$ cat src/sv/ffa_pkg.sv
// Package: shared types, codes and constants of the first-fit allocator.
package ffa_pkg;

    localparam int MAX_BLOCKS_DEF   = 16;
    localparam int MEMORY_UNITS_DEF = 64;

    localparam int TAG_W    = 8;
    localparam int START_W  = 6;
    localparam int SIZE_W   = 7;
    localparam int KIND_W   = 2;
    localparam int STATUS_W = 3;

    localparam logic [SIZE_W-1:0] LIMIT_RESET = 7'd64;

    localparam logic [KIND_W-1:0] KIND_GRANT   = 2'd0;
    localparam logic [KIND_W-1:0] KIND_MOVE    = 2'd1;
    localparam logic [KIND_W-1:0] KIND_REJECT  = 2'd2;
    localparam logic [KIND_W-1:0] KIND_RELEASE = 2'd3;

    localparam logic [STATUS_W-1:0] STAT_OK       = 3'd0;
    localparam logic [STATUS_W-1:0] STAT_NOROOM   = 3'd1;
    localparam logic [STATUS_W-1:0] STAT_TOOLARGE = 3'd2;
    localparam logic [STATUS_W-1:0] STAT_FULL     = 3'd3;
    localparam logic [STATUS_W-1:0] STAT_UNKNOWN  = 3'd4;
    localparam logic [STATUS_W-1:0] STAT_ZERO     = 3'd5;

    localparam logic CMD_ALLOC   = 1'b0;
    localparam logic CMD_RELEASE = 1'b1;

    typedef struct packed {
        logic [TAG_W-1:0]   tag;
        logic [START_W-1:0] start;
        logic [SIZE_W-1:0]  size;
    } ffa_entry_t;

    typedef struct packed {
        logic [KIND_W-1:0]   kind;
        logic [TAG_W-1:0]    block_tag;
        logic [START_W-1:0]  block_start;
        logic [SIZE_W-1:0]   block_size;
        logic [STATUS_W-1:0] status;
        logic [SIZE_W-1:0]   free_units;
        logic                last;
    } ffa_result_t;

    typedef enum logic [2:0] {
        ST_IDLE,
        ST_SCAN,
        ST_DECIDE,
        ST_MODIFY,
        ST_FINAL
    } ffa_state_t;

    typedef enum logic [1:0] {
        MD_INS,
        MD_DEL,
        MD_CMP
    } ffa_mode_t;

endpackage

$ cat src/sv/ffa_if.sv
// Interfaces: request, result and configuration channels of the allocator.
interface ffa_req_if;
    import ffa_pkg::*;
    logic              valid;
    logic              ready;
    logic              cmd;
    logic [TAG_W-1:0]  tag;
    logic [SIZE_W-1:0] size;
    modport source (output valid, output cmd, output tag, output size, input ready);
    modport sink   (input valid, input cmd, input tag, input size, output ready);
endinterface

interface ffa_res_if;
    import ffa_pkg::*;
    logic                valid;
    logic                ready;
    logic [KIND_W-1:0]   kind;
    logic [TAG_W-1:0]    block_tag;
    logic [START_W-1:0]  block_start;
    logic [SIZE_W-1:0]   block_size;
    logic [STATUS_W-1:0] status;
    logic [SIZE_W-1:0]   free_units;
    logic                last;
    modport source (output valid, output kind, output block_tag, output block_start,
                    output block_size, output status, output free_units, output last,
                    input ready);
    modport sink   (input valid, input kind, input block_tag, input block_start,
                    input block_size, input status, input free_units, input last,
                    output ready);
endinterface

interface ffa_cfg_if;
    import ffa_pkg::*;
    logic              valid;
    logic              ready;
    logic [SIZE_W-1:0] memory_limit;
    modport source (output valid, output memory_limit, input ready);
    modport sink   (input valid, input memory_limit, output ready);
endinterface

$ cat src/sv/ffa_cell.sv
// One cell of the block table ring: holds one entry and loads its neighbor's.
module ffa_cell (
    input  logic               clk,
    input  logic               shift,
    input  ffa_pkg::ffa_entry_t d,
    output ffa_pkg::ffa_entry_t q
);
    import ffa_pkg::*;

    ffa_entry_t entry_reg;

    always_ff @(posedge clk)
    begin
        if (shift)
        begin
            entry_reg <= d;
        end
    end

    assign q = entry_reg;

endmodule

$ cat src/sv/first_fit_allocator_with_compaction.sv
// From request accept to the final result: a table scan through every cell, a decision state, a
// table update through every cell for a grant or a release, and the loading of the result; a
// reject skips the update. The update and the result load wait while a result is stalled.
// One request at a time; the next is accepted after the final result is loaded. Reset clears
// the block count, the controller and the output valid and sets the limit to 64; the table is
// not cleared.
module first_fit_allocator_with_compaction #(
    parameter int MAX_BLOCKS   = ffa_pkg::MAX_BLOCKS_DEF,
    parameter int MEMORY_UNITS = ffa_pkg::MEMORY_UNITS_DEF
) (
    input logic       clk,
    input logic       rst_n,
    ffa_req_if.sink   req,
    ffa_res_if.source res,
    ffa_cfg_if.sink   cfg
);
    import ffa_pkg::*;

    localparam int KW = $clog2(MAX_BLOCKS + 1);
    localparam int UW = $clog2(MAX_BLOCKS * 128);
    localparam logic [KW-1:0] K_LAST = KW'(MAX_BLOCKS - 1);
    localparam logic [KW-1:0] K_FULL = KW'(MAX_BLOCKS);
    localparam logic [SIZE_W-1:0] LIM_MAX = SIZE_W'(MEMORY_UNITS);

    // Table ring: cell 0 is the head, the controller feeds the tail.
    ffa_entry_t q [MAX_BLOCKS];
    ffa_entry_t feed;
    ffa_entry_t head;
    ffa_entry_t nxt;
    logic       shift;

    genvar gi;
    generate
        for (gi = 0; gi < MAX_BLOCKS; gi++)
        begin : g_cell
            ffa_entry_t d;
            if (gi == MAX_BLOCKS - 1)
            begin : g_tail
                assign d = feed;
            end
            else
            begin : g_mid
                assign d = q[gi+1];
            end
            ffa_cell u_cell (.clk(clk), .shift(shift), .d(d), .q(q[gi]));
        end
        if (MAX_BLOCKS > 1)
        begin : g_nxt
            assign nxt = q[1];
        end
        else
        begin : g_nxt1
            assign nxt = q[0];
        end
    endgenerate

    assign head = q[0];

    // Control state.
    ffa_state_t        state_reg, state_next;
    logic [KW-1:0]     count_reg, count_next;
    logic [KW-1:0]     k_reg, k_next;
    logic [SIZE_W-1:0] lim_reg;
    logic              out_valid_reg, out_valid_next;

    // Working registers.
    logic              cmd_reg, cmd_next;
    logic [TAG_W-1:0]  tag_reg, tag_next;
    logic [SIZE_W-1:0] size_reg, size_next;
    logic [SIZE_W-1:0] cursor_reg, cursor_next;
    logic              found_reg, found_next;
    logic [KW-1:0]     pos_reg, pos_next;
    logic [START_W-1:0] hstart_reg, hstart_next;
    logic [UW-1:0]     used_reg, used_next;
    logic              rfound_reg, rfound_next;
    logic [KW-1:0]     rpos_reg, rpos_next;
    ffa_entry_t        rent_reg, rent_next;
    ffa_entry_t        carry_reg, carry_next;
    logic [SIZE_W-1:0] ccur_reg, ccur_next;
    ffa_mode_t         mode_reg, mode_next;
    ffa_result_t       pend_reg, pend_next;
    ffa_result_t       out_reg, out_next;

    logic [SIZE_W-1:0] lim;
    logic              ocan;
    logic              in_table;
    logic [SIZE_W-1:0] ent_end;
    logic [SIZE_W:0]   fit_end;
    logic [UW-1:0]     used_after;
    logic [UW-1:0]     lim_u;
    logic [SIZE_W-1:0] free_now;
    logic [SIZE_W-1:0] free_after;
    logic              hole_ok;
    ffa_entry_t        new_ent;

    always_comb
    begin
        if (lim_reg == '0)
        begin
            lim = SIZE_W'(1);
        end
        else if (lim_reg > LIM_MAX)
        begin
            lim = LIM_MAX;
        end
        else
        begin
            lim = lim_reg;
        end
    end

    assign lim_u    = UW'(lim);
    assign ocan     = !out_valid_reg || res.ready;
    assign in_table = (k_reg < count_reg);
    assign ent_end  = SIZE_W'(head.start) + head.size;
    assign fit_end  = {1'b0, cursor_reg} + {1'b0, size_reg};
    assign free_now = (used_reg >= lim_u) ? '0 : SIZE_W'(lim_u - used_reg);
    assign hole_ok  = found_reg || (fit_end <= {1'b0, lim});
    assign new_ent  = '{tag: tag_reg, start: START_W'(ccur_reg), size: size_reg};

    always_comb
    begin
        state_next     = state_reg;
        count_next     = count_reg;
        k_next         = k_reg;
        out_valid_next = res.ready ? 1'b0 : out_valid_reg;
        cmd_next       = cmd_reg;
        tag_next       = tag_reg;
        size_next      = size_reg;
        cursor_next    = cursor_reg;
        found_next     = found_reg;
        pos_next       = pos_reg;
        hstart_next    = hstart_reg;
        used_next      = used_reg;
        rfound_next    = rfound_reg;
        rpos_next      = rpos_reg;
        rent_next      = rent_reg;
        carry_next     = carry_reg;
        ccur_next      = ccur_reg;
        mode_next      = mode_reg;
        pend_next      = pend_reg;
        out_next       = out_reg;
        shift          = 1'b0;
        feed           = head;
        used_after     = used_reg;
        free_after     = '0;

        unique case (state_reg)
            ST_IDLE:
            begin
                if (req.valid)
                begin
                    cmd_next    = req.cmd;
                    tag_next    = req.tag;
                    size_next   = req.size;
                    cursor_next = '0;
                    found_next  = 1'b0;
                    used_next   = '0;
                    rfound_next = 1'b0;
                    k_next      = '0;
                    state_next  = ST_SCAN;
                end
            end

            ST_SCAN:
            begin
                shift = 1'b1;
                if (in_table)
                begin
                    used_next = used_reg + UW'(head.size);
                    if (!found_reg && (SIZE_W'(head.start) >= cursor_reg)
                        && ((SIZE_W'(head.start) - cursor_reg) >= size_reg)
                        && (fit_end <= {1'b0, lim}))
                    begin
                        found_next  = 1'b1;
                        pos_next    = k_reg;
                        hstart_next = START_W'(cursor_reg);
                    end
                    if (ent_end > cursor_reg)
                    begin
                        cursor_next = ent_end;
                    end
                    if (!rfound_reg && (head.tag == tag_reg))
                    begin
                        rfound_next = 1'b1;
                        rpos_next   = k_reg;
                        rent_next   = head;
                    end
                end
                if (k_reg == K_LAST)
                begin
                    k_next     = '0;
                    state_next = ST_DECIDE;
                end
                else
                begin
                    k_next = k_reg + KW'(1);
                end
            end

            ST_DECIDE:
            begin
                k_next     = '0;
                ccur_next  = '0;
                state_next = ST_FINAL;
                pend_next  = '{kind: KIND_REJECT, block_tag: tag_reg, block_start: '0,
                              block_size: size_reg, status: STAT_OK, free_units: '0,
                              last: 1'b1};
                if (cmd_reg == CMD_RELEASE)
                begin
                    pend_next.block_size = '0;
                    if (rfound_reg)
                    begin
                        pend_next.kind        = KIND_RELEASE;
                        pend_next.block_start = rent_reg.start;
                        pend_next.block_size  = rent_reg.size;
                        used_after            = used_reg - UW'(rent_reg.size);
                        mode_next             = MD_DEL;
                        pos_next              = rpos_reg;
                        state_next            = ST_MODIFY;
                    end
                    else
                    begin
                        pend_next.status = STAT_UNKNOWN;
                    end
                end
                else if (size_reg == '0)
                begin
                    pend_next.status = STAT_ZERO;
                end
                else if (size_reg > lim)
                begin
                    pend_next.status = STAT_TOOLARGE;
                end
                else if (count_reg >= K_FULL)
                begin
                    pend_next.status = STAT_FULL;
                end
                else if (hole_ok)
                begin
                    pend_next.kind        = KIND_GRANT;
                    pend_next.block_start = found_reg ? hstart_reg : START_W'(cursor_reg);
                    pos_next              = found_reg ? pos_reg : count_reg;
                    ccur_next             = found_reg ? SIZE_W'(hstart_reg) : cursor_reg;
                    used_after            = used_reg + UW'(size_reg);
                    mode_next             = MD_INS;
                    state_next            = ST_MODIFY;
                end
                else if (free_now >= size_reg)
                begin
                    pend_next.kind = KIND_GRANT;
                    pos_next       = count_reg;
                    used_after     = used_reg + UW'(size_reg);
                    mode_next      = MD_CMP;
                    state_next     = ST_MODIFY;
                end
                else
                begin
                    pend_next.status = STAT_NOROOM;
                end
                free_after           = (used_after >= lim_u) ? '0
                                       : SIZE_W'(lim_u - used_after);
                pend_next.free_units = free_after;
            end

            ST_MODIFY:
            begin
                if (ocan)
                begin
                    shift      = 1'b1;
                    carry_next = head;
                    unique case (mode_reg)
                        MD_INS:
                        begin
                            if (k_reg == pos_reg)
                            begin
                                feed = new_ent;
                            end
                            else if (k_reg > pos_reg)
                            begin
                                feed = carry_reg;
                            end
                        end
                        MD_DEL:
                        begin
                            if (k_reg >= pos_reg)
                            begin
                                feed = nxt;
                            end
                        end
                        MD_CMP:
                        begin
                            if (in_table)
                            begin
                                feed.start = START_W'(ccur_reg);
                                ccur_next  = ccur_reg + head.size;
                                if (SIZE_W'(head.start) != ccur_reg)
                                begin
                                    out_next = '{kind: KIND_MOVE, block_tag: head.tag,
                                                 block_start: START_W'(ccur_reg),
                                                 block_size: head.size, status: STAT_OK,
                                                 free_units: pend_reg.free_units,
                                                 last: 1'b0};
                                    out_valid_next = 1'b1;
                                end
                            end
                            else if (k_reg == pos_reg)
                            begin
                                feed                  = new_ent;
                                pend_next.block_start = START_W'(ccur_reg);
                            end
                        end
                        default:
                        begin
                        end
                    endcase
                    if (k_reg == K_LAST)
                    begin
                        k_next     = '0;
                        count_next = (mode_reg == MD_DEL) ? count_reg - KW'(1)
                                                          : count_reg + KW'(1);
                        state_next = ST_FINAL;
                    end
                    else
                    begin
                        k_next = k_reg + KW'(1);
                    end
                end
            end

            ST_FINAL:
            begin
                if (ocan)
                begin
                    out_next       = pend_reg;
                    out_valid_next = 1'b1;
                    state_next     = ST_IDLE;
                end
            end

            default:
            begin
                state_next = ST_IDLE;
            end
        endcase
    end

    always_ff @(posedge clk or negedge rst_n)
    begin
        if (!rst_n)
        begin
            state_reg     <= ST_IDLE;
            count_reg     <= '0;
            k_reg         <= '0;
            out_valid_reg <= 1'b0;
            lim_reg       <= LIMIT_RESET;
            mode_reg      <= MD_INS;
        end
        else
        begin
            state_reg     <= state_next;
            count_reg     <= count_next;
            k_reg         <= k_next;
            out_valid_reg <= out_valid_next;
            mode_reg      <= mode_next;
            if (cfg.valid)
            begin
                lim_reg <= cfg.memory_limit;
            end
        end
    end

    always_ff @(posedge clk)
    begin
        cmd_reg    <= cmd_next;
        tag_reg    <= tag_next;
        size_reg   <= size_next;
        cursor_reg <= cursor_next;
        found_reg  <= found_next;
        pos_reg    <= pos_next;
        hstart_reg <= hstart_next;
        used_reg   <= used_next;
        rfound_reg <= rfound_next;
        rpos_reg   <= rpos_next;
        rent_reg   <= rent_next;
        carry_reg  <= carry_next;
        ccur_reg   <= ccur_next;
        pend_reg   <= pend_next;
        out_reg    <= out_next;
    end

    assign req.ready       = (state_reg == ST_IDLE);
    assign cfg.ready       = 1'b1;
    assign res.valid       = out_valid_reg;
    assign res.kind        = out_reg.kind;
    assign res.block_tag   = out_reg.block_tag;
    assign res.block_start = out_reg.block_start;
    assign res.block_size  = out_reg.block_size;
    assign res.status      = out_reg.status;
    assign res.free_units  = out_reg.free_units;
    assign res.last        = out_reg.last;

    a_count_bound: assert property (@(posedge clk) disable iff (!rst_n)
        count_reg <= K_FULL)
        else $error("block count exceeds table depth");

    a_not_last_is_move: assert property (@(posedge clk) disable iff (!rst_n)
        (res.valid && !res.last) |-> (res.kind == KIND_MOVE))
        else $error("non-final result that is not a relocation");

    a_grant_ok: assert property (@(posedge clk) disable iff (!rst_n)
        (res.valid && (res.kind == KIND_GRANT)) |-> (res.status == STAT_OK))
        else $error("grant with a failing status");

    a_busy_after_accept: assert property (@(posedge clk) disable iff (!rst_n)
        (req.valid && req.ready) |=> (state_reg == ST_SCAN && k_reg == '0))
        else $error("accepted request did not start a table scan");

endmodule

$ cat src/flat_wrapper.sv
// flat-port wrapper written by rule: the top's interface ports become plain ports
module first_fit_allocator_with_compaction_flat import ffa_pkg::*;
#(
    parameter int MAX_BLOCKS   = ffa_pkg::MAX_BLOCKS_DEF,
    parameter int MEMORY_UNITS = ffa_pkg::MEMORY_UNITS_DEF
)
  (clk, rst_n, req_valid, req_cmd, req_tag, req_size, req_ready, res_valid, res_kind, res_block_tag, res_block_start, res_block_size, res_status, res_free_units, res_last, res_ready, cfg_valid, cfg_memory_limit, cfg_ready);
  ffa_req_if req_i ();
  ffa_res_if res_i ();
  ffa_cfg_if cfg_i ();
  input logic clk;
  input logic rst_n;
  input wire logic [$bits(req_i.valid)-1:0] req_valid;
  input wire logic [$bits(req_i.cmd)-1:0] req_cmd;
  input wire logic [$bits(req_i.tag)-1:0] req_tag;
  input wire logic [$bits(req_i.size)-1:0] req_size;
  output wire logic [$bits(req_i.ready)-1:0] req_ready;
  output wire logic [$bits(res_i.valid)-1:0] res_valid;
  output wire logic [$bits(res_i.kind)-1:0] res_kind;
  output wire logic [$bits(res_i.block_tag)-1:0] res_block_tag;
  output wire logic [$bits(res_i.block_start)-1:0] res_block_start;
  output wire logic [$bits(res_i.block_size)-1:0] res_block_size;
  output wire logic [$bits(res_i.status)-1:0] res_status;
  output wire logic [$bits(res_i.free_units)-1:0] res_free_units;
  output wire logic [$bits(res_i.last)-1:0] res_last;
  input wire logic [$bits(res_i.ready)-1:0] res_ready;
  input wire logic [$bits(cfg_i.valid)-1:0] cfg_valid;
  input wire logic [$bits(cfg_i.memory_limit)-1:0] cfg_memory_limit;
  output wire logic [$bits(cfg_i.ready)-1:0] cfg_ready;
  assign req_i.valid = req_valid;
  assign req_i.cmd = req_cmd;
  assign req_i.tag = req_tag;
  assign req_i.size = req_size;
  assign req_ready = req_i.ready;
  assign res_valid = res_i.valid;
  assign res_kind = res_i.kind;
  assign res_block_tag = res_i.block_tag;
  assign res_block_start = res_i.block_start;
  assign res_block_size = res_i.block_size;
  assign res_status = res_i.status;
  assign res_free_units = res_i.free_units;
  assign res_last = res_i.last;
  assign res_i.ready = res_ready;
  assign cfg_i.valid = cfg_valid;
  assign cfg_i.memory_limit = cfg_memory_limit;
  assign cfg_ready = cfg_i.ready;
  first_fit_allocator_with_compaction #(.MAX_BLOCKS(MAX_BLOCKS), .MEMORY_UNITS(MEMORY_UNITS)) u_core (.clk(clk), .rst_n(rst_n), .req(req_i), .res(res_i), .cfg(cfg_i));
endmodule
$ cat config.mk
export PLATFORM = sky130hd
export DESIGN_NAME = first_fit_allocator_with_compaction_flat
export DESIGN_NICKNAME = d
export VERILOG_FILES = /design/src/sv/ffa_pkg.sv /design/src/sv/ffa_if.sv /design/src/sv/ffa_cell.sv /design/src/sv/first_fit_allocator_with_compaction.sv /design/src/flat_wrapper.sv
export SDC_FILE = /design/constraint.sdc
export NUM_CORES = 1
export LEC_CHECK = 0
export BUFFER_PORTS_ARGS = -buffer_cell sky130_fd_sc_hd__buf_4
export CAP_MARGIN = 20
export CORE_MARGIN = 4
export CORE_UTILIZATION = 30
export DETAILED_ROUTE_END_ITERATION = 7
export GPL_TIMING_DRIVEN = 0
export PLACE_DENSITY = 0.46
export SETUP_SLACK_MARGIN = 0.4
export SYNTH_ARGS = -nofsm -noshare
export SYNTH_HDL_FRONTEND = slang
export SYNTH_SLANG_ARGS = --single-unit
$ cat constraint.sdc
create_clock -name clk -period 58.6 [get_ports clk]
set_input_delay 14.65 -clock clk [delete_from_list [all_inputs] [get_ports clk]]
set_output_delay 14.65 -clock clk [all_outputs]
set_load 0.05 [all_outputs]
After elaboration in Yosys (flattened, before gate mapping). Cells that the tools add are included.

Add/sub/neg operators: 12. Order comparisons: 13. Equal/unequal tests: 34. Multiplexer cells: 123. Reduce and logical (&&, ||, !) cells: 35.

Operators by type and width (number): 34-bit 2-to-1 mux (5); 21-bit 2-to-1 mux (6); 7-bit 2-to-1 mux (17); 11-bit 2-to-1 mux (10); 5-bit 2-to-1 mux (14); 34-bit one-hot mux with 2 select lines (1); 6-bit 2-to-1 mux (11); 21-bit one-hot mux with 3 select lines (1); 3-bit 2-to-1 mux (18); 2-bit by 1-bit != test with 1-bit output, second input constant (14); 7-bit one-hot mux with 2 select lines (2); 2-bit 2-to-1 mux (13); 11-bit by 7-bit adder with 11-bit output (2); 11-bit by 7-bit greater-or-equal comparator with 1-bit output (2); 11-bit one-hot mux with 2 select lines (1); 5-bit one-hot mux with 4 select lines (1); 4-bit AND reduction (4); 3-bit one-hot mux with 5 select lines (1); 3-bit AND reduction (5); 7-bit greater-or-equal comparator (2); 7-bit > comparator (2); 7-bit zero test (2); 1-bit 2-to-1 mux (14); 7-bit subtractor (2); 45 further kinds (67).

Bits in registers: 519. Bits of input ports: 28. Output and inout port bits: 37.

Logic depth before layout (Yosys ltp).
Depth after elaboration: 14. Gate-level depth with buffers: 32. Depth with buffers taken out: 31.

Modules after synthesis. From an unflattened synthesis, not the netlist that was laid out.

Cell total of the unflattened synthesis: 1452. Area total of the unflattened synthesis: 22002.4 um^2.

By module, submodules not included: first_fit_allocator_with_compaction (times used 1, cells each 1116, area each 11912.7 um^2, sequential area each 5381.4 um^2); ffa_cell (times used 16, cells each 21, area each 630.6 um^2, sequential area each 630.6 um^2).

Least setup slack after synthesis. Ideal clock, no wire load.

Kind: input -> register. Start: input res_ready. End: register u_core.k_reg[1]. Arrival: 41452 ps. Setup slack: 16971 ps. Cell stages on the path: 4. Path buffers: 1. Cells stage by stage: nor2b_1 clkbuf_1 a211oi_1 a32o_1.

Word-level cells in the longest chain between the ends: 3.

Ends and longest elaborated chain: start: declaration (line flat_wrapper.sv:26) `input wire logic [$bits(res_i.ready)-1:0] res_ready;`; 1-bit logical OR (line first_fit_allocator_with_compaction.sv:113) `assign ocan = !out_valid_reg || res.ready;`; 2-bit by 1-bit != test with 1-bit output (no line); 3-bit AND reduction (no line); end signal: assignment (line first_fit_allocator_with_compaction.sv:363) `k_reg <= k_next;`; end: declaration (line first_fit_allocator_with_compaction.sv:62) `logic [KW-1:0] k_reg, k_next;`.

Every way passes these cells. A chain may end at the register's enable or synchronous reset.

Worst setup path after layout.
Start: input res_ready. End: register u_core.g_cell[13].u_cell.entry_reg (netlist bit u_core.g_cell[13].u_cell.q[14]) (enable).

Word-level cells in the longest chain between the ends: 3.

Ends and longest elaborated chain: 1-bit logical OR (line first_fit_allocator_with_compaction.sv:113); 1-bit 2-to-1 mux (line first_fit_allocator_with_compaction.sv:268) `if (ocan)`; 1-bit one-hot mux with 2 select lines (line first_fit_allocator_with_compaction.sv:148) `unique case (state_reg)`; net u_core.g_cell[0].u_cell.shift (line ffa_cell.sv:4) `input logic shift,`; end signal: assignment (line ffa_cell.sv:16) `entry_reg <= d;`; end: declaration (line ffa_cell.sv:10) `ffa_entry_t entry_reg;`.

The timed path passes the listed nets, and every way through them passes these cells.

==> flow_summary.rst <==
.. list-table::
   :header-rows: 1

   * - Metric
     - Value
   * - Run status
     - complete, no violations
   * - H-tree level count
     - 2
   * - Total of endpoints with negative setup slack in the final report
     - 0
   * - Via count of the first global-routing pass
     - 12,800
   * - Number of instances resized during post-cts repair
     - 0
   * - Area added between synthesis and finish
     - 17.9%
   * - Initial cell density of the core
     - 30.4%
   * - Number of inserted filler cells in the final layout
     - 6,971
   * - Largest net degree at the start of global routing
     - 26
   * - Die area
     - 78,600 um^2
   * - Antenna cells
     - 0
   * - Synth unique cells
     - 71
   * - Avg WL per Cell
     - 20.3 um
   * - Layout Utilization
     - 35.8%
   * - Tmin final
     - 17.52 ns
   * - Largest stage delay on the critical path
     - 0.66 ns
   * - Final TNS setup
     - 0 ns
   * - Std-Cell Core Area
     - 73,200 um^2
   * - Gr usage total
     - 13.4%
   * - Max-cap violations
     - 0
   * - Number of flip-flops under the largest register name
     - 336
   * - Synthesized Nets
     - 1,636
   * - Final Skew
     - 0.0386 ns
   * - Die Span Y
     - 280 um
   * - Number of instances in the synthesized netlist
     - 1,478
   * - Root Buffer
     - clkbuf_16
   * - Worst min path class
     - reg2reg
   * - Residual antenna-violating net count after detailed routing
     - 0
   * - Final net count
     - 1,781
   * - Critical path peak fanout
     - 20
   * - Critical path endpoint category
     - flip-flop
   * - Yosys synthesis warning count
     - 0
   * - Most used DFF post-synth
     - edfxtp_1
   * - Pre-Repair DR Iteration Count
     - 7
   * - Number of sinks handled by clock tree synthesis
     - 519
   * - Clock transition at path regs
     - 0.06 ns
   * - Most common library cell in the layout ignoring fill and taps
     - edfxtp_1
   * - GP Congestion
     - 0.858
   * - Critical Setup Path Class
     - in2reg
   * - Proportion of synthesized chip area in sequential cells
     - 69.5%
   * - Maximum achievable frequency
     - 0.0571 GHz
   * - Final wirelength
     - 53,300 um
   * - Proportion of layout cells with a drive suffix above 1
     - 13.6%
   * - Top Family by Delay on Critical Path
     - buffers and inverters
   * - Post-route worst hold slack
     - 0.414 ns
   * - Final hold viol count
     - 0
   * - Clk_lat worst skew
     - 0.61 ns
   * - Number of buffers created by CTS
     - 56
   * - Routed via count divided by cell count
     - 4.84
   * - Cell seen most often among critical-path stages
     - buf_16
   * - Initial DRC Count
     - 840
   * - Total half-perimeter wirelength after legalization and detailed placement
     - 38,000 um
   * - Unrepaired setup endpoints after global routing
     - false
   * - Cell area power density
     - 61.3 nW/um^2
   * - Overflow left after global routing
     - 0
   * - Average footprint of a synthesized cell
     - 15.1 um^2
   * - Arrival time worst endpoint
     - 17.83 ns
   * - Seq cells post-synth
     - 519
   * - Pin slew with the least headroom to its limit
     - 0.998 ns
   * - Endpoint required time on the critical path
     - 58.91 ns
   * - Count of pins over their slew limit
     - 0
   * - Worst-path cell chain
     - buf_4 > nor2b_1 > clkbuf_1 > a211oi_4 > buf_8 > buf_16 > buf_16 > buf_16 > buf_16 > buf_16 > buf_16 > buf_16 > buf_8 > buf_16 > buf_8
   * - DR DRC count
     - 0
   * - I/O Pins
     - 65
   * - Total setup buffers inserted after CTS
     - 0
   * - Hold buffer count at cts
     - 0
   * - # port buffers
     - 62
   * - Worst path buffer plus inverter count
     - 13
   * - Vias
     - 12,700
   * - CTS tree
     - built
   * - Most frequent cells in the layout
     - edfxtp_1, ha_1, nor2_1
   * - Die X
     - 280 um
   * - Slew Limit Headroom
     - 33.4%
   * - Mapped Area
     - 22,300 um^2
   * - Share of synthesized registers carrying an async set or reset
     - 4.43%
   * - Number of cell rows
     - 99
   * - Largest buffer count on any clock path
     - 3
   * - Peak supply drop
     - 0.0309 mV
   * - Leak Pwr
     - 9.91 nW
   * - Global-route wire length before repair
     - 80,000 um
   * - Slowest stage cell, crit path
     - a211oi_4
   * - Number of antenna violations at the first check in global routing
     - 3
   * - Number of flops mapped to enable cells by yosys
     - 496
   * - Final critical-path share of the clock period
     - 29.9%
   * - Setup crit start kind
     - input pin
[worst reg2reg max path: cells and delay by family, from the launching register on]
family / cells / cell delay, ns
AOI/OAI and AO/OA: 14 / 3.23
buffers and inverters: 3 / 0.39
and+or+nand+nor: 9 / 2.22
muxes: 2 / 0.32
adders and majority gates: 3 / 0.75
DFF: 1 / 0.39
[final timing paths]
path | from | endpoint | slack (ns) | cells after the start
min in group asynchronous | rst_n | u_core.state_reg[1] | 13.98 | 1
setup / recovery | res_ready | u_core.g_cell[13].u_cell.q[14] | 41.08 | 15
max in group asynchronous | rst_n | u_core.lim_reg[6] | 44.27 | 1
hold / removal | u_core.g_cell[14].u_cell.q[3] | u_core.g_cell[13].u_cell.q[3] | 0.41 | 0
setup reg to reg | u_core.lim_reg[3] | u_core.pend_reg[3] | 51.14 | 31
hold reg to reg | u_core.g_cell[14].u_cell.q[3] | u_core.g_cell[13].u_cell.q[3] | 0.41 | 0
[per-stage QoR]
step / instance area [um^2] / total power, mW / setup slack, ns / std cells
detailed placement: 24500 / 1.28 / 40.45 / 2524
global placement: 23900 / 1.37 / 7.46 / 2499
finish: 26200 / 1.61 / 41.08 / 2623
CTS: 26200 / 1.63 / 41.11 / 2623
floorplan: 22300 / 1.17 / 16.97 / 1478
global route: 26200 / 1.72 / 40.95 / 2623
[logic make-up (layout without fill, tap and decap cells)]
kind of cell / count (synthesis) / after routing / share of synthesized area, %
xor gates and xnor gates: 61 / 61 / 2.40
muxes: 49 / 49 / 2.36
AOI/OAI and AO/OA: 319 / 319 / 9.93
and+or+nand+nor: 272 / 272 / 5.92
DFF: 519 / 519 / 69.5
buffers and inverters: 127 / 313 / 2.19
other: 1 / 1 / 0.0169
adders and majority gates: 130 / 130 / 7.65
[power breakdown]
group,leakage (nW),switching [mW],total [mW],internal [mW]
Combinational,3.82,0.320,0.538,0.218
Sequential,5.25,0.0867,0.733,0.647
Clock,0.847,0.144,0.337,0.193
[synthesized netlist by cell type, drive strengths merged (6+ instances only)]
cell type    n  area, um^2
edfxtp     496       14900
ha         120        1500
nor2        95         364
inv         80         300
a21oi       69         349
o21ai       60         304
nand2       59         221
xnor2       38         333
a21o        36         270
clkbuf      33         124
mux2        28         315
nor3        24         130
a221oi      23         208
xor2        23         201
a22oi       22         165
dfrtp       22         551
mux2i       21         210
a211oi      18         140
nand2b      17         106
nor2b       16         100
a221o       15         150
o21a        13        97.6
o22ai       13        81.3
and3        12        75.1
buf         11        52.6
and2        10        62.6
fa          10         200
nand3        9        45.0
o21bai       9        67.6
o221ai       9        78.8
nand4        6        37.5
or2          6        37.5
or3          6        37.5
[layer usage]
metal	wire length (um)	vias to the layer above	part of all wire (%)	GRT usage, %
met4	1700	0	3.2	4.48
li1	-	5944	-	-
met3	2440	93	4.6	2.45
met1	25600	6387	48	19.1
met5	0	-	0	0
met2	23500	270	44	20.7
[cell type report]
class / count / area [um^2] / share of cell area (%)
sequential: 519 / 15500 / 59.0
multi-input combinational: 832 / 6320 / 24.1
clock buffer: 65 / 1440 / 5.47
tap: 959 / 1200 / 4.57
timing repair buffer: 87 / 997 / 3.80
clock inverter: 34 / 320 / 1.22
inverter: 83 / 312 / 1.19
buffer: 44 / 178 / 0.677
Note: power is estimated with default switching activity, not from simulation.
